[config.mk]
export PLATFORM = sky130hd
export DESIGN_NAME = pl0_token_scanner_flat
export DESIGN_NICKNAME = d
export VERILOG_FILES = /design/src/design/pts_pkg.sv /design/src/design/pts_if.sv /design/src/design/pts_queue.sv /design/src/design/pts_front.sv /design/src/design/pts_back.sv /design/src/design/pl0_token_scanner.sv /design/src/flat_wrapper.sv
export SDC_FILE = /design/constraint.sdc
export NUM_CORES = 1
export LEC_CHECK = 0
export BUFFER_PORTS_ARGS = -buffer_cell sky130_fd_sc_hd__buf_2
export CORE_AREA = 2 2 282 284
export CTS_CLUSTER_SIZE = 12
export DETAILED_ROUTE_END_ITERATION = 12
export DIE_AREA = 0 0 284 286
export MAX_ROUTING_LAYER = met4
export PLACE_DENSITY = 0.66
export SLEW_MARGIN = 0
export SYNTH_ARGS = -nofsm -noshare
export SYNTH_HDL_FRONTEND = slang
export SYNTH_SLANG_ARGS = --single-unit
[constraint.sdc]
create_clock -name clk -period 15.9 [get_ports clk]
set_clock_uncertainty 0.05 [all_clocks]
set_input_delay 3.18 -clock clk [delete_from_list [all_inputs] [get_ports clk]]
set_output_delay 3.18 -clock clk [all_outputs]
set_load 0.01 [all_outputs]
[src/design/pts_pkg.sv]
// Shared types, token codes and the keyword table of the PL/0 token scanner.
`default_nettype none

package pts_pkg;

	// Fixed field geometry of a result item.
	localparam int NAME_SLOTS = 11;
	localparam int KW_CHARS   = 9;
	localparam int KW_COUNT   = 13;

	// Defaults for the top-level parameters.
	localparam int MAX_NAME_CHARS_DEF    = 11;
	localparam int MAX_NUMBER_DIGITS_DEF = 5;
	localparam int QUEUE_DEPTH_DEF       = 4;

	// Token codes.
	localparam logic [5:0] TOK_END     = 6'd0;
	localparam logic [5:0] TOK_IDENT   = 6'd2;
	localparam logic [5:0] TOK_NUMBER  = 6'd3;
	localparam logic [5:0] TOK_PLUS    = 6'd4;
	localparam logic [5:0] TOK_MINUS   = 6'd5;
	localparam logic [5:0] TOK_TIMES   = 6'd6;
	localparam logic [5:0] TOK_SLASH   = 6'd7;
	localparam logic [5:0] TOK_EQL     = 6'd9;
	localparam logic [5:0] TOK_NEQ     = 6'd10;
	localparam logic [5:0] TOK_LSS     = 6'd11;
	localparam logic [5:0] TOK_LEQ     = 6'd12;
	localparam logic [5:0] TOK_GTR     = 6'd13;
	localparam logic [5:0] TOK_GEQ     = 6'd14;
	localparam logic [5:0] TOK_LPAREN  = 6'd15;
	localparam logic [5:0] TOK_RPAREN  = 6'd16;
	localparam logic [5:0] TOK_COMMA   = 6'd17;
	localparam logic [5:0] TOK_SEMI    = 6'd18;
	localparam logic [5:0] TOK_PERIOD  = 6'd19;
	localparam logic [5:0] TOK_BECOMES = 6'd20;

	// Error codes.
	localparam logic [2:0] ERR_NONE      = 3'd0;
	localparam logic [2:0] ERR_NAME_LONG = 3'd1;
	localparam logic [2:0] ERR_NUM_LONG  = 3'd2;
	localparam logic [2:0] ERR_SYMBOL    = 3'd3;
	localparam logic [2:0] ERR_COLON     = 3'd4;

	// Keywords, each right-aligned so that its first character is its top byte.
	localparam logic [8*KW_CHARS-1:0] KW_WORD [KW_COUNT] = '{
		"odd", "begin", "end", "if", "then", "while", "do", "call",
		"const", "var", "procedure", "write", "read"
	};
	localparam int KW_LEN [KW_COUNT] = '{3, 5, 3, 2, 4, 5, 2, 4, 5, 3, 9, 5, 4};
	localparam logic [5:0] KW_CODE [KW_COUNT] = '{
		6'd1, 6'd21, 6'd22, 6'd23, 6'd24, 6'd25, 6'd26, 6'd27,
		6'd28, 6'd29, 6'd30, 6'd31, 6'd32
	};

	// How the back end turns a result descriptor into a result item.
	typedef enum logic [1:0] {
		RK_TOK,
		RK_NAME,
		RK_NUM,
		RK_ERR
	} res_kind_t;

	typedef struct packed {
		res_kind_t  kind;
		logic [5:0] code;
		logic [2:0] err;
	} pts_res_t;

	// One queue entry: the results of one input item and the token text they need.
	typedef struct packed {
		pts_res_t                        res0;
		pts_res_t                        res1;
		logic                            two;
		logic [NAME_SLOTS-1:0][7:0]      chars;
		logic [3:0]                      len;
		logic [16:0]                     num;
	} pts_entry_t;

	// Queue status seen by both ends.
	typedef struct packed {
		logic full;
		logic avail;
	} pts_qstat_t;

	// Returns the keyword code of a name, or TOK_END when it is no keyword.
	function automatic logic [5:0] kw_lookup(input logic [NAME_SLOTS-1:0][7:0] chars,
			input logic [3:0] len);
		logic [5:0] code;
		logic       match;
		code = TOK_END;
		for (int k = 0; k < KW_COUNT; k++) begin
			match = (len == 4'(KW_LEN[k]));
			for (int i = 0; i < KW_CHARS; i++) begin
				if (i < KW_LEN[k]) begin
					if (chars[i] != KW_WORD[k][8*(KW_LEN[k]-1-i) +: 8]) begin
						match = 1'b0;
					end
				end
			end
			if (match) begin
				code = KW_CODE[k];
			end
		end
		return code;
	endfunction

endpackage

`default_nettype wire

[src/design/pts_if.sv]
// Valid/ready channel interfaces for source bytes and result items.
`default_nettype none

interface pts_in_if;
	logic       valid;
	logic       ready;
	logic       req_type;
	logic [7:0] char_code;

	modport source(output valid, output req_type, output char_code, input ready);
	modport sink(input valid, input req_type, input char_code, output ready);
endinterface

interface pts_out_if;
	logic        valid;
	logic        ready;
	logic [5:0]  token_code;
	logic [16:0] number_value;
	logic [63:0] name_head;
	logic [23:0] name_tail;
	logic [3:0]  name_length;
	logic [2:0]  error_code;
	logic        last_in_run;

	modport source(output valid, output token_code, output number_value, output name_head,
		output name_tail, output name_length, output error_code, output last_in_run,
		input ready);
	modport sink(input valid, input token_code, input number_value, input name_head,
		input name_tail, input name_length, input error_code, input last_in_run,
		output ready);
endinterface

`default_nettype wire

[src/design/pts_queue.sv]
// Short register queue between the scanner front end and the result formatter.
`default_nettype none

module pts_queue #(
	parameter int Width = 8,
	parameter int Depth = 4
) (
	input  wire logic             clk,
	input  wire logic             arst_n,
	input  wire logic             push,
	input  wire logic [Width-1:0] push_data,
	input  wire logic             pop,
	output pts_pkg::pts_qstat_t   stat,
	output logic [Width-1:0]      head
);
	import pts_pkg::*;

	localparam int PtrW = (Depth > 1) ? $clog2(Depth) : 1;
	localparam int CntW = $clog2(Depth + 1);

	logic [Width-1:0] slot_q [Depth];
	logic [PtrW-1:0]  wr_ptr_q;
	logic [PtrW-1:0]  rd_ptr_q;
	logic [CntW-1:0]  count_q;

	// Status and head of the queue.
	always_comb begin
		stat.full  = (count_q == CntW'(Depth));
		stat.avail = (count_q != '0);
		head       = slot_q[rd_ptr_q];
	end

	// Pointers and fill count.
	always_ff @(posedge clk or negedge arst_n) begin
		if (!arst_n) begin
			wr_ptr_q <= '0;
			rd_ptr_q <= '0;
			count_q  <= '0;
		end else begin
			if (push) begin
				wr_ptr_q <= (wr_ptr_q == PtrW'(Depth - 1)) ? '0 : wr_ptr_q + 1'b1;
			end
			if (pop) begin
				rd_ptr_q <= (rd_ptr_q == PtrW'(Depth - 1)) ? '0 : rd_ptr_q + 1'b1;
			end
			if (push && !pop) begin
				count_q <= count_q + 1'b1;
			end else if (pop && !push) begin
				count_q <= count_q - 1'b1;
			end
		end
	end

	// Entry storage.
	always_ff @(posedge clk) begin
		if (push) begin
			slot_q[wr_ptr_q] <= push_data;
		end
	end

`ifndef SYNTH
	// The front end never writes into a full queue.
	assert property (@(posedge clk) disable iff (!arst_n) !(push && stat.full))
		else $error("queue written while full");
	// The back end never takes from an empty queue.
	assert property (@(posedge clk) disable iff (!arst_n) !(pop && !stat.avail))
		else $error("queue read while empty");
`endif

endmodule

`default_nettype wire

[src/design/pts_front.sv]
// Scanner front end: takes source bytes, tracks the lexical state, queues results.
`default_nettype none

module pts_front #(
	parameter int MaxNameChars    = pts_pkg::MAX_NAME_CHARS_DEF,
	parameter int MaxNumberDigits = pts_pkg::MAX_NUMBER_DIGITS_DEF
) (
	input  wire logic           clk,
	input  wire logic           arst_n,
	pts_in_if.sink              text,
	input  pts_pkg::pts_qstat_t qstat,
	output logic                push,
	output pts_pkg::pts_entry_t entry
);
	import pts_pkg::*;

	localparam int NameIdxW = $clog2(MaxNameChars);

	typedef enum logic [3:0] {
		M_IDLE,
		M_NAME,
		M_NUMBER,
		M_SLASH,
		M_LINE,
		M_BLOCK,
		M_BLOCK_STAR,
		M_LESS,
		M_GREATER,
		M_COLON,
		M_HALT
	} mode_t;

	typedef struct packed {
		mode_t    mode;
		logic     emit;
		pts_res_t res;
		logic     start_name;
		logic     start_num;
	} idle_res_t;

	mode_t       mode_q;
	logic [7:0]  name_q [MaxNameChars];
	logic [3:0]  count_q;
	logic [16:0] num_q;
	logic [2:0]  digits_q;

	logic        accept;
	logic [7:0]  c;
	mode_t       nmode;
	idle_res_t   iv;
	logic        use_idle;
	logic        pend_v;
	pts_res_t    pend;
	logic        end_v;
	logic        wr_char;
	logic        wr_digit;
	logic        end_clear;
	logic        idle_emit;
	logic [3:0]  digit_val;

	function automatic pts_res_t mk(input res_kind_t kind, input logic [5:0] code,
			input logic [2:0] err);
		pts_res_t r;
		r.kind = kind;
		r.code = code;
		r.err  = err;
		return r;
	endfunction

	function automatic logic is_letter(input logic [7:0] ch);
		return (ch >= "a" && ch <= "z") || (ch >= "A" && ch <= "Z");
	endfunction

	function automatic logic is_digit(input logic [7:0] ch);
		return ch >= "0" && ch <= "9";
	endfunction

	function automatic logic is_space(input logic [7:0] ch);
		return ch == " " || (ch >= 8'd9 && ch <= 8'd13);
	endfunction

	// What a byte does when no token is pending.
	function automatic idle_res_t idle_eval(input logic [7:0] ch);
		idle_res_t r;
		r.mode       = M_IDLE;
		r.emit       = 1'b0;
		r.res        = mk(RK_TOK, TOK_END, ERR_NONE);
		r.start_name = 1'b0;
		r.start_num  = 1'b0;
		if (is_space(ch)) begin
			r.mode = M_IDLE;
		end else if (is_letter(ch)) begin
			r.mode       = M_NAME;
			r.start_name = 1'b1;
		end else if (is_digit(ch)) begin
			r.mode      = M_NUMBER;
			r.start_num = 1'b1;
		end else begin
			r.emit = 1'b1;
			case (ch)
				"+": r.res = mk(RK_TOK, TOK_PLUS, ERR_NONE);
				"-": r.res = mk(RK_TOK, TOK_MINUS, ERR_NONE);
				"*": r.res = mk(RK_TOK, TOK_TIMES, ERR_NONE);
				"=": r.res = mk(RK_TOK, TOK_EQL, ERR_NONE);
				"(": r.res = mk(RK_TOK, TOK_LPAREN, ERR_NONE);
				")": r.res = mk(RK_TOK, TOK_RPAREN, ERR_NONE);
				",": r.res = mk(RK_TOK, TOK_COMMA, ERR_NONE);
				";": r.res = mk(RK_TOK, TOK_SEMI, ERR_NONE);
				".": r.res = mk(RK_TOK, TOK_PERIOD, ERR_NONE);
				"/": begin
					r.emit = 1'b0;
					r.mode = M_SLASH;
				end
				"<": begin
					r.emit = 1'b0;
					r.mode = M_LESS;
				end
				">": begin
					r.emit = 1'b0;
					r.mode = M_GREATER;
				end
				":": begin
					r.emit = 1'b0;
					r.mode = M_COLON;
				end
				default: begin
					r.res  = mk(RK_ERR, TOK_END, ERR_SYMBOL);
					r.mode = M_HALT;
				end
			endcase
		end
		return r;
	endfunction

	assign text.ready = !qstat.full;
	assign accept     = text.valid && text.ready;
	assign c          = text.char_code;
	assign digit_val  = 4'(c - "0");

	// Next lexical state and the results this item causes.
	always_comb begin
		nmode     = mode_q;
		iv        = idle_eval(c);
		use_idle  = 1'b0;
		pend_v    = 1'b0;
		pend      = mk(RK_TOK, TOK_END, ERR_NONE);
		end_v     = 1'b0;
		wr_char   = 1'b0;
		wr_digit  = 1'b0;
		end_clear = 1'b0;
		if (mode_q != M_HALT) begin
			if (text.req_type) begin
				// End of text: flush the pending token, then the end marker; a pending colon instead halts on its error.
				case (mode_q)
					M_NAME: begin
						pend_v = 1'b1;
						pend   = mk(RK_NAME, TOK_IDENT, ERR_NONE);
					end
					M_NUMBER: begin
						pend_v = 1'b1;
						pend   = mk(RK_NUM, TOK_NUMBER, ERR_NONE);
					end
					M_SLASH: begin
						pend_v = 1'b1;
						pend   = mk(RK_TOK, TOK_SLASH, ERR_NONE);
					end
					M_LESS: begin
						pend_v = 1'b1;
						pend   = mk(RK_TOK, TOK_LSS, ERR_NONE);
					end
					M_GREATER: begin
						pend_v = 1'b1;
						pend   = mk(RK_TOK, TOK_GTR, ERR_NONE);
					end
					M_COLON: begin
						pend_v = 1'b1;
						pend   = mk(RK_ERR, TOK_END, ERR_COLON);
					end
					default: ;
				endcase
				if (mode_q == M_COLON) begin
					nmode = M_HALT;
				end else begin
					end_v     = 1'b1;
					end_clear = 1'b1;
					nmode     = M_IDLE;
				end
			end else begin
				case (mode_q)
					M_NAME: begin
						if (is_letter(c) || is_digit(c)) begin
							if (count_q < 4'(MaxNameChars)) begin
								wr_char = 1'b1;
							end else begin
								pend_v = 1'b1;
								pend   = mk(RK_ERR, TOK_END, ERR_NAME_LONG);
								nmode  = M_HALT;
							end
						end else begin
							pend_v   = 1'b1;
							pend     = mk(RK_NAME, TOK_IDENT, ERR_NONE);
							use_idle = 1'b1;
						end
					end
					M_NUMBER: begin
						if (is_digit(c)) begin
							if (digits_q < 3'(MaxNumberDigits)) begin
								wr_digit = 1'b1;
							end else begin
								pend_v = 1'b1;
								pend   = mk(RK_ERR, TOK_END, ERR_NUM_LONG);
								nmode  = M_HALT;
							end
						end else begin
							pend_v   = 1'b1;
							pend     = mk(RK_NUM, TOK_NUMBER, ERR_NONE);
							use_idle = 1'b1;
						end
					end
					M_SLASH: begin
						if (c == "/") begin
							nmode = M_LINE;
						end else if (c == "*") begin
							nmode = M_BLOCK;
						end else begin
							pend_v   = 1'b1;
							pend     = mk(RK_TOK, TOK_SLASH, ERR_NONE);
							use_idle = 1'b1;
						end
					end
					M_LINE: begin
						if (c == 8'd10) begin
							nmode = M_IDLE;
						end
					end
					M_BLOCK: begin
						if (c == "*") begin
							nmode = M_BLOCK_STAR;
						end
					end
					M_BLOCK_STAR: begin
						if (c == "/") begin
							nmode = M_IDLE;
						end else if (c != "*") begin
							nmode = M_BLOCK;
						end
					end
					M_LESS: begin
						if (c == ">") begin
							pend_v = 1'b1;
							pend   = mk(RK_TOK, TOK_NEQ, ERR_NONE);
							nmode  = M_IDLE;
						end else if (c == "=") begin
							pend_v = 1'b1;
							pend   = mk(RK_TOK, TOK_LEQ, ERR_NONE);
							nmode  = M_IDLE;
						end else begin
							pend_v   = 1'b1;
							pend     = mk(RK_TOK, TOK_LSS, ERR_NONE);
							use_idle = 1'b1;
						end
					end
					M_GREATER: begin
						if (c == "=") begin
							pend_v = 1'b1;
							pend   = mk(RK_TOK, TOK_GEQ, ERR_NONE);
							nmode  = M_IDLE;
						end else begin
							pend_v   = 1'b1;
							pend     = mk(RK_TOK, TOK_GTR, ERR_NONE);
							use_idle = 1'b1;
						end
					end
					M_COLON: begin
						if (c == "=") begin
							pend_v = 1'b1;
							pend   = mk(RK_TOK, TOK_BECOMES, ERR_NONE);
							nmode  = M_IDLE;
						end else begin
							pend_v = 1'b1;
							pend   = mk(RK_ERR, TOK_END, ERR_COLON);
							nmode  = M_HALT;
						end
					end
					default: begin
						use_idle = 1'b1;
					end
				endcase
			end
		end
		if (use_idle) begin
			nmode = iv.mode;
		end
	end

	// Queue entry: at most a pending token and then a second result.
	always_comb begin
		idle_emit   = use_idle && iv.emit;
		push        = accept && (pend_v || idle_emit || end_v);
		entry.res0  = pend_v ? pend : (end_v ? mk(RK_TOK, TOK_END, ERR_NONE) : iv.res);
		entry.res1  = end_v ? mk(RK_TOK, TOK_END, ERR_NONE) : iv.res;
		entry.two   = pend_v && (idle_emit || end_v);
		entry.len   = count_q;
		entry.num   = num_q;
		entry.chars = '0;
		for (int i = 0; i < MaxNameChars; i++) begin
			entry.chars[i] = name_q[i];
		end
	end

	// Lexical state and token accumulators.
	always_ff @(posedge clk or negedge arst_n) begin
		if (!arst_n) begin
			mode_q   <= M_IDLE;
			count_q  <= '0;
			num_q    <= '0;
			digits_q <= '0;
		end else if (accept) begin
			mode_q <= nmode;
			if (end_clear) begin
				count_q  <= '0;
				num_q    <= '0;
				digits_q <= '0;
			end else if (use_idle && iv.start_name) begin
				count_q <= 4'd1;
			end else if (use_idle && iv.start_num) begin
				num_q    <= 17'(digit_val);
				digits_q <= 3'd1;
			end else if (wr_char) begin
				count_q <= count_q + 4'd1;
			end else if (wr_digit) begin
				num_q    <= {num_q[13:0], 3'b000} + {num_q[15:0], 1'b0} + 17'(digit_val);
				digits_q <= digits_q + 3'd1;
			end
		end
	end

	// Name characters, written before they are read.
	always_ff @(posedge clk) begin
		if (accept && use_idle && iv.start_name) begin
			name_q[0] <= c;
		end else if (accept && wr_char) begin
			name_q[count_q[NameIdxW-1:0]] <= c;
		end
	end

`ifndef SYNTH
	// Once halted, the scanner queues nothing until reset.
	assert property (@(posedge clk) disable iff (!arst_n) (mode_q == M_HALT) |-> !push)
		else $error("result queued while halted");
`endif

endmodule

`default_nettype wire

[src/design/pts_back.sv]
// Scanner back end: turns queued descriptors into result items, one per cycle while the receiver is ready.
`default_nettype none

module pts_back (
	input  wire logic           clk,
	input  wire logic           arst_n,
	input  pts_pkg::pts_qstat_t qstat,
	input  pts_pkg::pts_entry_t entry,
	output logic                pop,
	pts_out_if.source           tokens
);
	import pts_pkg::*;

	typedef struct packed {
		logic [5:0]  code;
		logic [16:0] num;
		logic [63:0] head;
		logic [23:0] tail;
		logic [3:0]  len;
		logic [2:0]  err;
	} tok_fields_t;

	logic        phase_q;
	logic        out_valid_q;
	tok_fields_t out_q;
	logic        last_q;

	logic        load;
	logic        last;
	pts_res_t    sel;
	tok_fields_t f;

	// Expands one descriptor with the entry's token text.
	function automatic tok_fields_t fmt(input pts_res_t r, input pts_entry_t e);
		tok_fields_t o;
		logic [5:0]  kw;
		o  = '0;
		kw = kw_lookup(e.chars, e.len);
		case (r.kind)
			RK_TOK: o.code = r.code;
			RK_NUM: begin
				o.code = TOK_NUMBER;
				o.num  = e.num;
			end
			RK_ERR: o.err = r.err;
			RK_NAME: begin
				if (kw != TOK_END) begin
					o.code = kw;
				end else begin
					o.code = TOK_IDENT;
					o.len  = e.len;
					for (int i = 0; i < 8; i++) begin
						if (4'(i) < e.len) begin
							o.head[8*i +: 8] = e.chars[i];
						end
					end
					for (int i = 0; i < NAME_SLOTS - 8; i++) begin
						if (4'(i + 8) < e.len) begin
							o.tail[8*i +: 8] = e.chars[i + 8];
						end
					end
				end
			end
			default: o = '0;
		endcase
		return o;
	endfunction

	// Pick the descriptor of this phase and decide whether the entry is done.
	always_comb begin
		load = !out_valid_q || tokens.ready;
		sel  = phase_q ? entry.res1 : entry.res0;
		last = phase_q || !entry.two;
		pop  = load && qstat.avail && last;
		f    = fmt(sel, entry);
	end

	// Output register control and the phase within a two-result entry.
	always_ff @(posedge clk or negedge arst_n) begin
		if (!arst_n) begin
			out_valid_q <= 1'b0;
			phase_q     <= 1'b0;
		end else if (load) begin
			out_valid_q <= qstat.avail;
			if (qstat.avail) begin
				phase_q <= !last;
			end
		end
	end

	// Output payload.
	always_ff @(posedge clk) begin
		if (load && qstat.avail) begin
			out_q  <= f;
			last_q <= last;
		end
	end

	assign tokens.valid        = out_valid_q;
	assign tokens.token_code   = out_q.code;
	assign tokens.number_value = out_q.num;
	assign tokens.name_head    = out_q.head;
	assign tokens.name_tail    = out_q.tail;
	assign tokens.name_length  = out_q.len;
	assign tokens.error_code   = out_q.err;
	assign tokens.last_in_run  = last_q;

`ifndef SYNTH
	// The second result of an entry is only pending while the entry is still queued.
	assert property (@(posedge clk) disable iff (!arst_n) phase_q |-> qstat.avail)
		else $error("second result pending without a queued entry");
	// An entry leaves the queue only when its last result enters the output register.
	assert property (@(posedge clk) disable iff (!arst_n) pop |=> (out_valid_q && last_q))
		else $error("entry retired without its last result");
`endif

endmodule

`default_nettype wire

[src/design/pl0_token_scanner.sv]
// PL/0 token scanner top level: front end, entry queue and result formatter.
//
// Usage: source text enters on the text channel one item per byte; req_type
// high marks end of text, which flushes a pending token and sends an end
// marker (token code 0). Results leave on the tokens channel; last_in_run is
// set on the final result caused by each input item, and an item causes zero,
// one or two results. Whitespace and comments cause no result.
// A result passes through the queue and the formatter's output register: the
// edge that accepts the item completing it writes the queue, and the output
// register loads it from the queue head once the formatter is free.
// Throughput: one input item per cycle as long as the queue has room; the
// formatter sends one result per cycle while the receiver is ready, so an item
// with two results sends them one after the other. The QueueDepth-entry queue absorbs those bursts.
// A lexical error sends one error result; after it every item is accepted
// and dropped until reset.
// Reset: the queue and output register empty, the scanner returns to its
// idle state. When the receiver stalls, the output holds, the queue fills,
// and text.ready falls once the queue is full.
`default_nettype none

module pl0_token_scanner #(
	parameter int MaxNameChars    = pts_pkg::MAX_NAME_CHARS_DEF,
	parameter int MaxNumberDigits = pts_pkg::MAX_NUMBER_DIGITS_DEF,
	parameter int QueueDepth      = pts_pkg::QUEUE_DEPTH_DEF
) (
	input wire logic  clk,
	input wire logic  arst_n,
	pts_in_if.sink    text,
	pts_out_if.source tokens
);
	import pts_pkg::*;

	pts_qstat_t qstat;
	pts_entry_t push_entry;
	pts_entry_t head_entry;
	logic       push;
	logic       pop;

	pts_front #(
		.MaxNameChars    (MaxNameChars),
		.MaxNumberDigits (MaxNumberDigits)
	) u_front (
		.clk    (clk),
		.arst_n (arst_n),
		.text   (text),
		.qstat  (qstat),
		.push   (push),
		.entry  (push_entry)
	);

	pts_queue #(
		.Width ($bits(pts_entry_t)),
		.Depth (QueueDepth)
	) u_queue (
		.clk       (clk),
		.arst_n    (arst_n),
		.push      (push),
		.push_data (push_entry),
		.pop       (pop),
		.stat      (qstat),
		.head      (head_entry)
	);

	pts_back u_back (
		.clk    (clk),
		.arst_n (arst_n),
		.qstat  (qstat),
		.entry  (head_entry),
		.pop    (pop),
		.tokens (tokens)
	);

endmodule

`default_nettype wire

[src/flat_wrapper.sv]
// flat-port wrapper written by rule: the top's interface ports become plain ports
module pl0_token_scanner_flat import pts_pkg::*;
#(
	parameter int MaxNameChars    = pts_pkg::MAX_NAME_CHARS_DEF,
	parameter int MaxNumberDigits = pts_pkg::MAX_NUMBER_DIGITS_DEF,
	parameter int QueueDepth      = pts_pkg::QUEUE_DEPTH_DEF
)
  (clk, arst_n, text_valid, text_req_type, text_char_code, text_ready, tokens_valid, tokens_token_code, tokens_number_value, tokens_name_head, tokens_name_tail, tokens_name_length, tokens_error_code, tokens_last_in_run, tokens_ready);
  pts_in_if text_i ();
  pts_out_if tokens_i ();
  input wire logic clk;
  input wire logic arst_n;
  input wire logic [$bits(text_i.valid)-1:0] text_valid;
  input wire logic [$bits(text_i.req_type)-1:0] text_req_type;
  input wire logic [$bits(text_i.char_code)-1:0] text_char_code;
  output wire logic [$bits(text_i.ready)-1:0] text_ready;
  output wire logic [$bits(tokens_i.valid)-1:0] tokens_valid;
  output wire logic [$bits(tokens_i.token_code)-1:0] tokens_token_code;
  output wire logic [$bits(tokens_i.number_value)-1:0] tokens_number_value;
  output wire logic [$bits(tokens_i.name_head)-1:0] tokens_name_head;
  output wire logic [$bits(tokens_i.name_tail)-1:0] tokens_name_tail;
  output wire logic [$bits(tokens_i.name_length)-1:0] tokens_name_length;
  output wire logic [$bits(tokens_i.error_code)-1:0] tokens_error_code;
  output wire logic [$bits(tokens_i.last_in_run)-1:0] tokens_last_in_run;
  input wire logic [$bits(tokens_i.ready)-1:0] tokens_ready;
  assign text_i.valid = text_valid;
  assign text_i.req_type = text_req_type;
  assign text_i.char_code = text_char_code;
  assign text_ready = text_i.ready;
  assign tokens_valid = tokens_i.valid;
  assign tokens_token_code = tokens_i.token_code;
  assign tokens_number_value = tokens_i.number_value;
  assign tokens_name_head = tokens_i.name_head;
  assign tokens_name_tail = tokens_i.name_tail;
  assign tokens_name_length = tokens_i.name_length;
  assign tokens_error_code = tokens_i.error_code;
  assign tokens_last_in_run = tokens_i.last_in_run;
  assign tokens_i.ready = tokens_ready;
  pl0_token_scanner #(.MaxNameChars(MaxNameChars), .MaxNumberDigits(MaxNumberDigits), .QueueDepth(QueueDepth)) u_core (.clk(clk), .arst_n(arst_n), .text(text_i), .tokens(tokens_i));
endmodule
# --- After elaboration in Yosys (flattened, before gate mapping) ---
# Memories as Yosys holds them, arrays and structs flattened.
# Cells that the tools add are included.
word_totals:
  mem_bits_rw: 616
  memories: 2
  word_cells: 393
  ff_bits: 156
memory_table:
  columns: ["name", "words", "width", "read_ports", "rd_clocked_by_memory_dff", "wr", "line", "source"]
  rows:
  - ["u_core.u_queue.slot_q", 4, 132, 1, 0, 1, "pts_queue.sv:21", "logic [Width-1:0] slot_q [Depth];"]
  - ["u_core.u_front.name_q", 11, 8, 11, 0, 1, "pts_front.sv:42", "logic [7:0] name_q [MaxNameChars];"]
op_classes:
  n_eq_ne: 90
  n_mux: 173
  n_lt_le_gt_ge: 21
  add_sub_neg: 9
  reduce_logical: 61
  n_bitwise: 12
ops:
  columns: ["operator", "count"]
  rows:
  - ["8-bit by 7-bit != test with 1-bit output, second input constant", 42]
  - ["11-bit case mux with 6 select lines", 2]
  - ["8-bit by 6-bit equality test with 1-bit output, second input constant", 14]
  - ["11-bit two-way mux", 10]
  - ["11-bit case mux with 10 select lines", 1]
  - ["6-bit two-way mux", 17]
  - ["4-bit two-way mux", 25]
  - ["1-bit two-way mux", 94]
  - ["17-bit two-way mux", 5]
  - ["4-bit case mux with 9 select lines", 1]
  - ["3-bit OR reduction", 12]
  - ["4-bit != test, second input constant", 7]
  - ["4-bit by 3-bit equality test with 1-bit output, second input constant", 6]
  - ["12-bit two-way mux", 2]
  - ["3-bit two-way mux", 7]
  - ["4-bit case mux with 5 select lines", 1]
  - ["6-bit case mux with 3 select lines", 1]
  - ["17-bit adder", 1]
  - ["17-bit by 4-bit adder with 17-bit output", 1]
  - ["1-bit logical AND", 17]
  - ["4-bit by 2-bit equality test with 1-bit output, second input constant", 4]
  - ["8-bit by 7-bit >= comparator with 1-bit output, second input constant", 2]
  - ["8-bit by 7-bit less-or-equal comparator with 1-bit output, second input constant", 2]
  - ["3-bit by 4-bit < comparator with 1-bit output, first input constant", 4]
  - ["other kinds (48)", 88]

# --- Depth between registers and ports, before layout ---
# Gate-level depths: netlist of the first run.
# An unclocked memory read counts as a cell.
logic_depth:
  depth_word: 22
  depth_mapped: 15
  depth_no_buf: 13

# --- Hierarchy ---
# Synthesis of the first run repeated with hierarchy kept, for this count alone.
hier_totals:
  cells_unflattened: 1698
  area_unflattened_um2: 31362.6
by_module_without_submodules:
  columns: ["mod", "area_per_inst_um2", "n_inst", "cells_each", "seq_area_each_um2"]
  rows:
  - ["pts_queue", 19437.4, 1, 727, 16030.4]
  - ["pts_front", 6291.0, 1, 549, 3343.2]
  - ["pts_back", 5634.2, 1, 422, 3623.5]

# --- Worst setup path after synthesis of the first run ---
# No wires, ideal clock.
synth_timing:
  kind: "input port to flip-flop"
  start: "input tokens_ready"
  end: "register u_core.u_queue.count_q[1]"
  n_path_buf: 0
  setup_slack_ns: 5.018
  t_arrival_ns: 10.708
  setup_ns: 0.125
  stages: 8
  t_required_ns: 15.725
  cell_sequence: "inv_1 -> a21oi_1 -> and2_1 -> inv_1 -> ha_1 -> inv_1 -> fa_1 -> mux2_2"
synth_via:
  elab_chain_cells: 6
  elab_cells_between_ends: 8
  classes_between: "mux: 1; reduce/logical: 7"
synth_lines:
  columns: ["item", "line", "source"]
  rows:
  - ["start: declaration", "flat_wrapper.sv:25", "input wire logic [$bits(tokens_i.ready)-1:0] tokens_ready;"]
  - ["1-bit logical OR (*)", "pts_back.sv:71", "load = !out_valid_q || tokens.ready;"]
  - ["1-bit logical AND (*) (2 in a row)", "pts_back.sv:74", "pop = load && qstat.avail && last;"]
  - ["1-bit zero test", "pts_queue.sv:46", "if (push && !pop) begin"]
  - ["1-bit logical AND", "pts_queue.sv:46", null]
  - ["3-bit two-way mux / 2-bit nonzero test (equally long branches)", null, null]
  - ["end signal: assignment", "pts_queue.sv:47", "count_q <= count_q + 1'b1;"]
  - ["end signal: assignment", "pts_queue.sv:49", "count_q <= count_q - 1'b1;"]
  - ["end: declaration", "pts_queue.sv:24", "logic [CntW-1:0] count_q;"]
# Mark *: on every way between the ends. The rest lies on a longest branch, timed or not.
# A chain may end at the register's enable or synchronous reset.

# --- Worst setup path after layout of the first run ---
layout_timing:
  start: "input text_char_code[0]"
  end: "memory u_core.u_queue.slot_q[3][43] (netlist bit) (enable)"
layout_via:
  elab_chain_cells: 14
  elab_cells_between_ends: 47
  classes_between: "order compare: 8; eq/ne: 7; mux: 20; reduce/logical: 12"
layout_lines:
  columns: ["item", "line", "source"]
  rows:
  - ["start: declaration", "flat_wrapper.sv:15", "input wire logic [$bits(text_i.char_code)-1:0] text_char_code;"]
  - ["8-bit by 7-bit >= comparator with 1-bit output / 8-bit by 7-bit less-or-equal comparator with 1-bit output (equally long branches)", "pts_front.sv:71", "return (ch >= \"a\" && ch <= \"z\") || (ch >= \"A\" && ch <= \"Z\");"]
  - ["1-bit logical AND", "pts_front.sv:71", null]
  - ["1-bit logical OR", "pts_front.sv:71", null]
  - ["1-bit logical OR", "pts_front.sv:191", "if (is_letter(c) || is_digit(c)) begin"]
  - ["1-bit two-way mux", "pts_front.sv:191", null]
  - ["1-bit case mux with 6 select lines", "pts_front.sv:189", "case (mode_q)"]
  - ["1-bit two-way mux", "pts_front.sv:152", "if (text.req_type) begin"]
  - ["1-bit two-way mux", "pts_front.sv:151", "if (mode_q != M_HALT) begin"]
  - ["1-bit logical AND", "pts_front.sv:298", "idle_emit = use_idle && iv.emit;"]
  - ["1-bit logical OR (*) (2 in a row)", "pts_front.sv:299", "push = accept && (pend_v || idle_emit || end_v);"]
  - ["1-bit logical AND (*)", "pts_front.sv:299", null]
  - ["net u_core.push", "pl0_token_scanner.sv:36", "logic push;"]
  - ["1-bit two-way mux (*)", "pts_queue.sv:56", "if (push) begin"]
  - ["1-bit two-way mux (not written as such) (*)", "pts_queue.sv:57", "slot_q[wr_ptr_q] <= push_data;"]
  - ["end: declaration", "pts_queue.sv:21", null]
# The timed path passes the listed nets; every way through them passes the cells marked *.

==> metrics.txt, run 1 <==
Max-slew headroom 0.216; max-cap violation count 0; Finished Core Util 0.449; Max Fclk 130 MHz; period utilization 0.484; HPWL after DPL 45,200 µm; first-pass GRT wire length 106,000 µm; PortBufs 133; status finished, final reports clean; Placement Setup Slack 7.56 ns; GR Overflow Total 0; initial antenna violation count 3; Data required, critical path 16.08 ns; Final Hold Fails 0; Die Height 286 µm; clock root buffer clkbuf_16; setup violators final 0; Via Count 16,500; Netlist cell types 83; hold buffers post-CTS 0; net switching power 2230 µW; Synth Instances 1,776; Reg2Reg Setup Slack 8.82 ns; # H-tree levels 3; Longest Clk Path Bufs 3; post-CTS resize count 0; CP max FO 55; Leakage 0.0118 µW; Synth Register Bits 748; Vias per Instance 5.45; final worst setup slack 8.20 ns; EDFF count, synth 711; I/O pin count 134; Synth area leader edfxtp_1; Total Wirelength 69,800 µm; clock network power share 0.257; clk_lat worst skew 0.63 ns; Reg power frac 0.428; Async S/R FF share, synth 0.0495; wire per inst 23.0 µm; layout cells sized above 1 0.245; Gate power share 0.315; register area share after synthesis 0.716; Die X 284 µm; CORE AREA 78,400 µm²; Tightest Hold Check Type reg -> reg; clk slew on worst S/H paths 0.05 ns; largest net degree at the start of global routing 123; Final Max Slew Viols 0; sinks on the clock net 748; RSZ-0062 raised after global routing false; row count 103; pwr dens 188 nW/µm²; Initial Util 0.397; # DRC 0; Sw Ratio 0.337; Synth Net Count 1,828; setup TNS after final layout 0 ns; worst slew pin tran 1.16 ns; most frequent cells after synthesis 711 x edfxtp_1, 131 x nand2_1, 126 x mux4_2; mean area per synthesized cell 17.5 µm²; most common cell in the netlist edfxtp_1; GP Congestion 0.854; Final nets 1,983; post-CTS setup buffers 0; ys flop type edfxtp_1; WP data arrival 7.88 ns; FILL cells 6,805; Worst Setup End Kind flop; Tmin final 7.70 ns; area delta synth->final 13.0%; ranking of synthesized cells by area edfxtp_1 69%, mux4_2 9.1%, dfrtp_1 3.0%, nor2_4 2.4%, nand2_1 1.6%; first drt pass iteration count 7; Antenna Violating Nets Remaining 0; vias in the first global route 16,800; crit path kind in -> reg; TritonCTS Buffers 79; Max VDD drop 0.000209 V; Internal 4380 µW; TritonCTS clock tree built; Synth top area share 0.686; initial DRC count 1,275; Mapped Area 31,100 µm²; crit start category input pin; Power Total 6600 µW; die area 81,200 µm²; GR Util All Layers 0.177; yosys warns 0
==> power by group through the flow <==
stage	registers (µW)	logic, µW	clock network, µW
floorplan	2900	1470	0
global placement	2850	2110	0
detailed placement	2870	2120	0
CTS	2840	2130	1740
global route	2870	2260	1820
finish	2830	2080	1690
==> flip-flops by register name (all words and copies together) (netlist names) <==
| name | cells |
|---|---|
| u_core.u_back.phase_q | 1 |
| u_core.u_back.tokens.error_code | 3 |
| u_core.u_back.tokens.last_in_run | 1 |
| u_core.u_back.tokens.name_head | 64 |
| u_core.u_back.tokens.name_length | 4 |
| u_core.u_back.tokens.name_tail | 24 |
| u_core.u_back.tokens.number_value | 17 |
| u_core.u_back.tokens.token_code | 6 |
| u_core.u_back.tokens.valid | 1 |
| u_core.u_front.count_q | 4 |
| u_core.u_front.digits_q | 3 |
| u_core.u_front.mode_q | 4 |
| u_core.u_front.name_q | 88 |
| u_core.u_front.num_q | 17 |
| u_core.u_queue.count_q | 3 |
| u_core.u_queue.rd_ptr_q | 2 |
| u_core.u_queue.slot_q | 504 |
| u_core.u_queue.wr_ptr_q | 2 |
==> per-stage QoR <==
step                instance area, µm²  hold WS, ns  cells
floorplan                        31100        0.401   1776
global placement                 32800        0.415   2900
detailed placement               32800        0.429   2900
CTS                              35100        0.421   3028
global route                     35100        0.444   3031
finish                           35100        0.426   3031
==> placed cells by master, fill, tap and decap left out, drive strengths merged, types with 11 or more instances in the layout <==
cell type / synthesis / routed
edfxtp: 711 / 711
buf: 34 / 152
nor2: 137 / 137
nand2: 131 / 131
mux4: 126 / 126
clkbuf: 44 / 101
nand3: 61 / 61
o21ai: 47 / 47
a21oi: 39 / 39
dfrtp: 37 / 37
ha: 36 / 36
nor2b: 32 / 32
inv: 26 / 32
nor4: 25 / 25
nand4: 21 / 21
clkinv: 1 / 19
nor3: 17 / 17
and2: 17 / 17
nand2b: 16 / 16
mux2i: 12 / 12
o31ai: 11 / 11
==> layout make-up <==
| cell class | count | area, µm² | share of cell area |
|---|---|---|---|
| multi-input cells | 923 | 8270 | 0.235 |
| flip-flops and latches | 748 | 22300 | 0.634 |
| inverters | 27 | 101 | 0.00288 |
| repair buffers | 152 | 821 | 0.0234 |
| clock buffers | 101 | 2080 | 0.0592 |
| diodes | 3 | 7.51 | 0.000214 |
| clock inverters | 27 | 272 | 0.00773 |
| well taps | 1050 | 1310 | 0.0374 |
==> cells by family after synthesis <==
family,count (synthesis),synth area share
flip-flops,748,0.716
AND/OR/NAND/NOR,561,0.112
AO/OA/AOI/OAI,162,0.0341
multiplexers,145,0.0976
buffers and inverters,105,0.0195
adder cells (fa/ha/maj),39,0.0164
XOR/XNOR,16,0.00450
==> worst paths after layout <==
check / from / end / cells past startpoint
min in group asynchronous: arst_n / u_core.u_front.num_q[11] / 1
setup / recovery: text_char_code[0] / u_core.u_queue.slot_q[3][43] / 11
setup reg to reg: u_core.u_queue.rd_ptr_q[0] / u_core.u_back.tokens.name_tail[23] / 11
max in group asynchronous: arst_n / u_core.u_queue.rd_ptr_q[0] / 1
hold / removal: u_core.u_front.name_q[2][1] / u_core.u_queue.slot_q[1][38] / 0
hold reg to reg: u_core.u_front.name_q[2][1] / u_core.u_queue.slot_q[1][38] / 0
==> worst max-delay path, stage by stage <==
cell	delay (ns)
buf_2	0.32
or3_1	0.49
o221a_2	0.34
or2_2	0.33
a211o_1	0.33
a31oi_1	0.21
a21oi_1	0.11
a21oi_1	0.52
and2_4	0.48
buf_4	0.72
buf_4	0.72
==> metal layers <==
metal  up-vias  global-route usage  routed length (µm)
li1       7372                   -                   -
met1      8480               0.228               29500
met2       558               0.285               34500
met3       112              0.0318                3960
met4         0              0.0579                1820
met5         -                   -                   0
Note: power is estimated with default switching activity, not from simulation.
==> run 2: changes to the inputs <==
- clock period: 15.9 -> 7.6 ns (I/O delays scaled with it)
==> metrics.txt, run 2 (synthesis gave the netlist of run 1 again) <==
status finished, final reports clean (unchanged); first drt pass iteration count 5 (was 7); largest reg by FF count u_core.u_queue.slot_q (unchanged); TritonCTS Buffers 78 (was 79); FILL cells 6,760 (was 6,805); WP data arrival 5.70 ns (was 7.88 ns); clk slew on worst S/H paths 0.05 ns (about the same); met1 Track Usage GR 0.231 (was 0.228); sinks on the clock net 748 (unchanged); met3 usage 0.0329 (was 0.0318); Gate power share 0.322 (was 0.315); initial DRC count 1,537 (was 1,275); Max Fclk 183 MHz; Antenna Violating Nets Remaining 0 (unchanged); layout cells sized above 1 0.253 (was 0.245); wire per inst 23.2 µm (was 23.0 µm); GR Util All Layers 0.180 (was 0.177); period utilization 0.718; Worst Setup End Kind flop (unchanged); Tmin final 5.46 ns; GR Overflow Total 0 (unchanged); PortBufs 133 (unchanged); Die Height 286 µm (unchanged); setup TNS after final layout 0 ns (unchanged); clk_lat worst skew 0.62 ns (was 0.63 ns); Die X 284 µm (unchanged); Max-slew headroom 0.187 (was 0.216); hold buffers post-CTS 0 (unchanged); most frequent cells in the layout 711 x edfxtp_1, 133 x buf_2, 131 x nand2_1, 126 x mux4_2, 80 x clkbuf_16 (unchanged); Finished Core Util 0.451 (was 0.449); first-pass GRT wire length 107,000 µm (was 106,000 µm); Data required, critical path 7.84 ns (was 16.08 ns); Max VDD drop 0.000220 V (was 0.000209 V); Reg area 22,300 µm² (unchanged); # H-tree levels 3 (unchanged); GP Congestion 0.888 (was 0.854); area delta synth->final 13.6% (was 13.0%); most used routing layer met2 (unchanged); Vias per Instance 5.43 (was 5.45); crit path cell chain buf_2, o21ai_0, and3_1, o41ai_1, nor2_1, a31oi_1, buf_4, a21oi_1, a21oi_1, and2_4, buf_4 (was buf_2, or3_1, o221a_2, or2_2, a211o_1, a31oi_1, a21oi_1, a21oi_1, and2_4, buf_4, buf_4); # DRC 0 (unchanged); CP max FO 59 (was 55); Power Total 13,900 µW (was 6600 µW); Hold WS 0.444 ns (was 0.426 ns); Final Max Slew Viols 0 (unchanged); post-CTS resize count 0 (unchanged); CORE AREA 78,400 µm² (unchanged); Final nets 1,998 (was 1,983); I/O pin count 134 (unchanged); initial antenna violation count 6 (was 3); post-CTS setup buffers 0 (unchanged); Reg power frac 0.423 (was 0.428); max incr delay on CP 0.88 ns (was 0.72 ns); CP bufs+invs 3 (unchanged); number of flip-flops in the largest register 504 (unchanged); delay-heaviest family, CP compound AO/OA/AOI/OAI gates (was buffers and inverters); clock root buffer clkbuf_16 (unchanged); max-cap violation count 0 (unchanged); row count 103 (unchanged); multi-input logic area 8260 µm² (was 8270 µm²); Internal 9210 µW (was 4380 µW); slowest cell on the critical path and2_4 (was buf_4); largest net degree at the start of global routing 87 (was 123); Total Wirelength 70,800 µm (was 69,800 µm); M2 GR Usage 0.290 (was 0.285); Tightest Hold Check Type reg -> reg (unchanged); Longest Clk Path Bufs 3 (unchanged); pwr dens 393 nW/µm² (was 188 nW/µm²); TritonCTS clock tree built (unchanged); vias in the first global route 17,000 (was 16,800); Sw Ratio 0.337 (about the same); Initial Util 0.397 (unchanged); Final Hold Fails 0 (unchanged); most common cell after layout, fill and taps aside edfxtp_1 (unchanged); worst slew pin tran 1.21 ns (was 1.16 ns); crit start category input pin (unchanged); clock network power share 0.256 (was 0.257); RSZ-0062 raised after global routing false (unchanged); Via Count 16,500 (about the same); Leakage 0.0119 µW (was 0.0118 µW); die area 81,200 µm² (unchanged); net switching power 4670 µW (was 2230 µW); HPWL after DPL 46,000 µm (was 45,200 µm); crit path kind in -> reg (unchanged); setup violators final 0 (unchanged)
==> run 2: cell count changes in the layout (fill, tap and decap cells not counted), sizes merged <==
cell,previous run,this run
clkinv,19,17
diode,3,5
clkinvlp,0,1
inv,32,29
buf,152,168
bufinv,3,2
clkbuf,101,105
==> run 2: power groups by stage <==
| stage | Combinational, µW | Sequential (µW) | Clock, µW |
|---|---|---|---|
| final | 4470 | 5870 | 3550 |
| after global routing | 4840 | 5960 | 3790 |
| after floorplan | 3080 | 6050 | 0 |
| after detailed placement | 4540 | 5970 | 0 |
| after CTS | 4560 | 5890 | 3640 |
| after global placement | 4540 | 5920 | 0 |
==> run 2: worst paths after layout <==
path                                                   from                           endpoint  slack, ns  depth (start not counted)
min in group asynchronous                            arst_n            u_core.u_front.num_q[8]       0.91                          2
worst min-delay path            u_core.u_front.name_q[4][3]       u_core.u_queue.slot_q[3][56]       0.44                          0
max in group asynchronous                            arst_n         u_core.u_queue.rd_ptr_q[1]       6.13                          2
worst max-delay path                      text_char_code[2]       u_core.u_queue.slot_q[2][83]       2.14                         11
worst min register to register  u_core.u_front.name_q[4][3]       u_core.u_queue.slot_q[3][56]       0.44                          0
worst max register to register   u_core.u_queue.rd_ptr_q[0]  u_core.u_back.tokens.name_tail[5]       2.20                         10
==> run 2: cell type report <==
cell class	instances	area share
multi-input cells	923	0.234
inverters	27	0.00287
diodes	5	0.000354
clock buffers	105	0.0604
repair buffers	168	0.0287
flip-flops and latches	748	0.630
clock inverters	22	0.00623
well taps	1050	0.0372
==> run 2: routing by layer <==
metal / part of all wire / vias to the layer above
li1: - / 7410
met5: 0 / -
met1: 0.42 / 8562
met2: 0.50 / 467
met4: 0.028 / 0
met3: 0.053 / 110
==> run 2: stage by stage <==
stage / worst slack [ns] / cells / cell area [µm²]
6_report: 2.14 / 3048 / 35300
5_1_grt: 1.76 / 3047 / 35300
4_1_cts: 2.10 / 3043 / 35300
3_5_place_dp: 1.47 / 2916 / 33000
3_3_place_gp: 1.53 / 2916 / 33000
2_1_floorplan: 0.395 / 1776 / 31100
==> run 3: changes to the inputs <==
- ABC_AREA: default -> 1
- CORE_AREA: 2 2 282 284 -> 2 2 283 285
- DIE_AREA: 0 0 284 286 -> 0 0 285 287
- PLACE_DENSITY: 0.66 -> 0.65
- clock period: 7.6 -> 5.6 ns (I/O delays scaled with it)
==> metrics.txt, run 3 <==
most common cell in the netlist nand2_1 (was edfxtp_1); most frequent cells after synthesis 724 x nand2_1, 711 x edfxtp_1, 323 x nor2_1 (was 711 x edfxtp_1, 131 x nand2_1, 126 x mux4_2); yosys warns 0 (unchanged); first-pass GRT wire length 117,000 µm (was 107,000 µm); post-CTS setup buffers 0 (unchanged); GR Util All Layers 0.193 (was 0.180); GR Overflow Total 0 (unchanged); vias in the first global route 19,400 (was 17,000); CORE AREA 78,600 µm² (was 78,400 µm²); Reg power frac 0.413 (was 0.423); post-CTS resize count 0 (unchanged); Synth Instances 2,692 (was 1,776); Tightest Hold Check Type reg -> reg (unchanged); Worst Setup End Kind flop (unchanged); setup violators final 0 (unchanged); Synth Register Bits 748 (unchanged); PortBufs 133 (unchanged); ys flop type edfxtp_1 (unchanged); most frequent cells in the layout 724 x nand2_1, 711 x edfxtp_1, 319 x nor2_1, 199 x nand3_1, 196 x inv_1 (was 711 x edfxtp_1, 133 x buf_2, 131 x nand2_1, 126 x mux4_2, 80 x clkbuf_16); most common cell after layout, fill and taps aside nand2_1 (was edfxtp_1); Hold WS 0.443 ns (was 0.444 ns); Via Count 20,300 (was 16,500); max-cap violation count 0 (unchanged); sinks on the clock net 748 (unchanged); status finished, final reports clean (unchanged); register area share after synthesis 0.715 (was 0.716); TritonCTS Buffers 78 (unchanged); Antenna Violating Nets Remaining 0 (unchanged); Die Height 287 µm (was 286 µm); crit path kind reg -> reg (was in -> reg); clk_lat worst skew 0.63 ns (was 0.62 ns); net switching power 7500 µW (was 4670 µW); # DRC 0 (unchanged); RSZ-0062 raised after global routing false (unchanged); Netlist cell types 52 (was 83); Leakage 0.0137 µW (was 0.0119 µW); largest net degree at the start of global routing 120 (was 87); layout cells sized above 1 0.106 (was 0.253); Final Max Slew Viols 0 (unchanged); Initial Util 0.396 (was 0.397); Die X 285 µm (was 284 µm); crit start category flop (was input pin); row count 103 (unchanged); Longest Clk Path Bufs 3 (unchanged); hold buffers post-CTS 0 (unchanged); Mapped Area 31,100 µm² (about the same); Internal 12,500 µW (was 9210 µW); placed cell area 33,100 µm² (was 33,000 µm²); first drt pass iteration count 6 (was 5); Data required, critical path 5.90 ns (was 7.84 ns); Total Wirelength 77,300 µm (was 70,800 µm); number of flip-flops in the largest register 504 (unchanged); clock root buffer clkbuf_16 (unchanged); Final nets 2,899 (was 1,998); Max-slew headroom 0.311 (was 0.187); clock network power share 0.248 (was 0.256); EDFF count, synth 711 (unchanged); period utilization 0.779; initial antenna violation count 3 (was 6); wire per inst 19.6 µm (was 23.2 µm); Gate power share 0.339 (was 0.322); CP max FO 85 (was 59); HPWL after DPL 48,800 µm (was 46,000 µm); Synth Net Count 2,744 (was 1,828); design area 35,500 µm² (was 35,300 µm²); Async S/R FF share, synth 0.0495 (unchanged); Max Fclk 229 MHz; WP data arrival 4.66 ns (was 5.70 ns); Sw Ratio 0.376 (was 0.337); pwr dens 562 nW/µm² (was 393 nW/µm²); largest reg by FF count u_core.u_queue.slot_q (unchanged); Placement Setup Slack 0.883 ns (was 1.47 ns); setup TNS after final layout 0 ns (unchanged); Tmin final 4.36 ns; # H-tree levels 3 (unchanged); I/O pin count 134 (unchanged); initial DRC count 2,074 (was 1,537); Synth top area share 0.685 (was 0.686); GP Congestion 0.982 (was 0.888); Vias per Instance 5.13 (was 5.43); die area 81,800 µm² (was 81,200 µm²); area delta synth->final 14.0% (was 13.6%); ranking of synthesized cells by area edfxtp_1 69%, nand2_1 8.7%, nor2_1 3.9%, nand3_1 3.2%, dfrtp_1 3.0% (was edfxtp_1 69%, mux4_2 9.1%, dfrtp_1 3.0%, nor2_4 2.4%, nand2_1 1.6%); final worst setup slack 1.24 ns (was 2.14 ns); TritonCTS clock tree built (unchanged); Synth area leader edfxtp_1 (unchanged); FILL cells 7,178 (was 6,760); Final Hold Fails 0 (unchanged); clk slew on worst S/H paths 0.06 ns (was 0.05 ns); worst slew pin tran 1.03 ns (was 1.21 ns); Max VDD drop 0.000338 V (was 0.000220 V); mean area per synthesized cell 11.6 µm² (was 17.5 µm²)
-- run 3: per-stage QoR --
stage          utilization  power [µW]  cells
3_5_place_dp         0.421       15100   3817
5_1_grt              0.452       21200   3951
4_1_cts              0.452       20100   3949
6_report             0.452       20000   3951
2_1_floorplan            -       12700   2692
3_3_place_gp         0.421       15100   3817
-- run 3: path summary, 6_finish.rpt --
path / from / end / slack [ns] / cells past startpoint
min in group asynchronous: arst_n / u_core.u_front.num_q[9] / 0.60 / 1
max in group asynchronous: arst_n / u_core.u_queue.rd_ptr_q[1] / 4.16 / 1
worst max-delay path: u_core.u_queue.rd_ptr_q[0] / u_core.u_back.tokens.name_tail[19] / 1.24 / 17
worst max register to register: u_core.u_queue.rd_ptr_q[0] / u_core.u_back.tokens.name_tail[19] / 1.24 / 17
worst min-delay path: u_core.u_front.name_q[8][7] / u_core.u_queue.slot_q[3][92] / 0.44 / 0
worst min register to register: u_core.u_front.name_q[8][7] / u_core.u_queue.slot_q[3][92] / 0.44 / 0
-- run 3: final cells by class --
cell class,count,area (µm²),share of cell area
Antenna cell,2,5.00,0.000141
Clock buffer,107,2080,0.0586
Clock inverter,25,333,0.00937
Inverter,209,797,0.0224
Multi-Input combinational cell,1642,7650,0.216
Sequential cell,748,22300,0.628
Tap cell,1050,1310,0.0370
Timing Repair Buffer,168,1040,0.0293
-- run 3: kinds of logic after synthesis --
| kind of cell | Yosys count | synth area share |
|---|---|---|
| flip-flops | 748 | 0.715 |
| multiplexers | 1 | 0.000321 |
| XOR/XNOR | 11 | 0.00309 |
| AO/OA/AOI/OAI | 277 | 0.0521 |
| buffers and inverters | 302 | 0.0401 |
| adder cells (fa/ha/maj) | 39 | 0.0164 |
| AND/OR/NAND/NOR | 1314 | 0.173 |
-- run 3: worst max-delay path: stages, from the launching register on --
cell and delay [ns]:
dfrtp_4 0.64, buf_4 0.46, nand2_1 0.19, nand2_1 0.06, mux2i_1 0.52, nand2_1 0.14
nor2_2 0.28, nand2_1 0.18, nor2_1 0.17, nand4_1 0.14, nand2_1 0.18, inv_2 0.11
nand4_4 0.15, nor2_8 0.07, nand2_4 0.23, inv_2 0.10, nand2_2 0.22, nor2_1 0.09
-- run 3: routing by layer --
metal / part of all wire / up-vias / track usage / wire [µm]
li1: - / 9606 / - / -
met1: 0.42 / 9814 / 0.252 / 32400
met2: 0.48 / 720 / 0.307 / 37000
met3: 0.072 / 132 / 0.0335 / 5570
met4: 0.030 / 0 / 0.0685 / 2310
met5: 0 / - / - / 0
-- run 3: power groups by stage --
stage | Sequential (µW) | Clock [µW] | Combinational [µW]
6_report | 8240 | 4950 | 6770
5_1_grt | 8360 | 5260 | 7560
4_1_cts | 8250 | 5040 | 6810
3_5_place_dp | 8350 | 0 | 6780
3_3_place_gp | 8330 | 0 | 6730
2_1_floorplan | 8500 | 0 | 4240
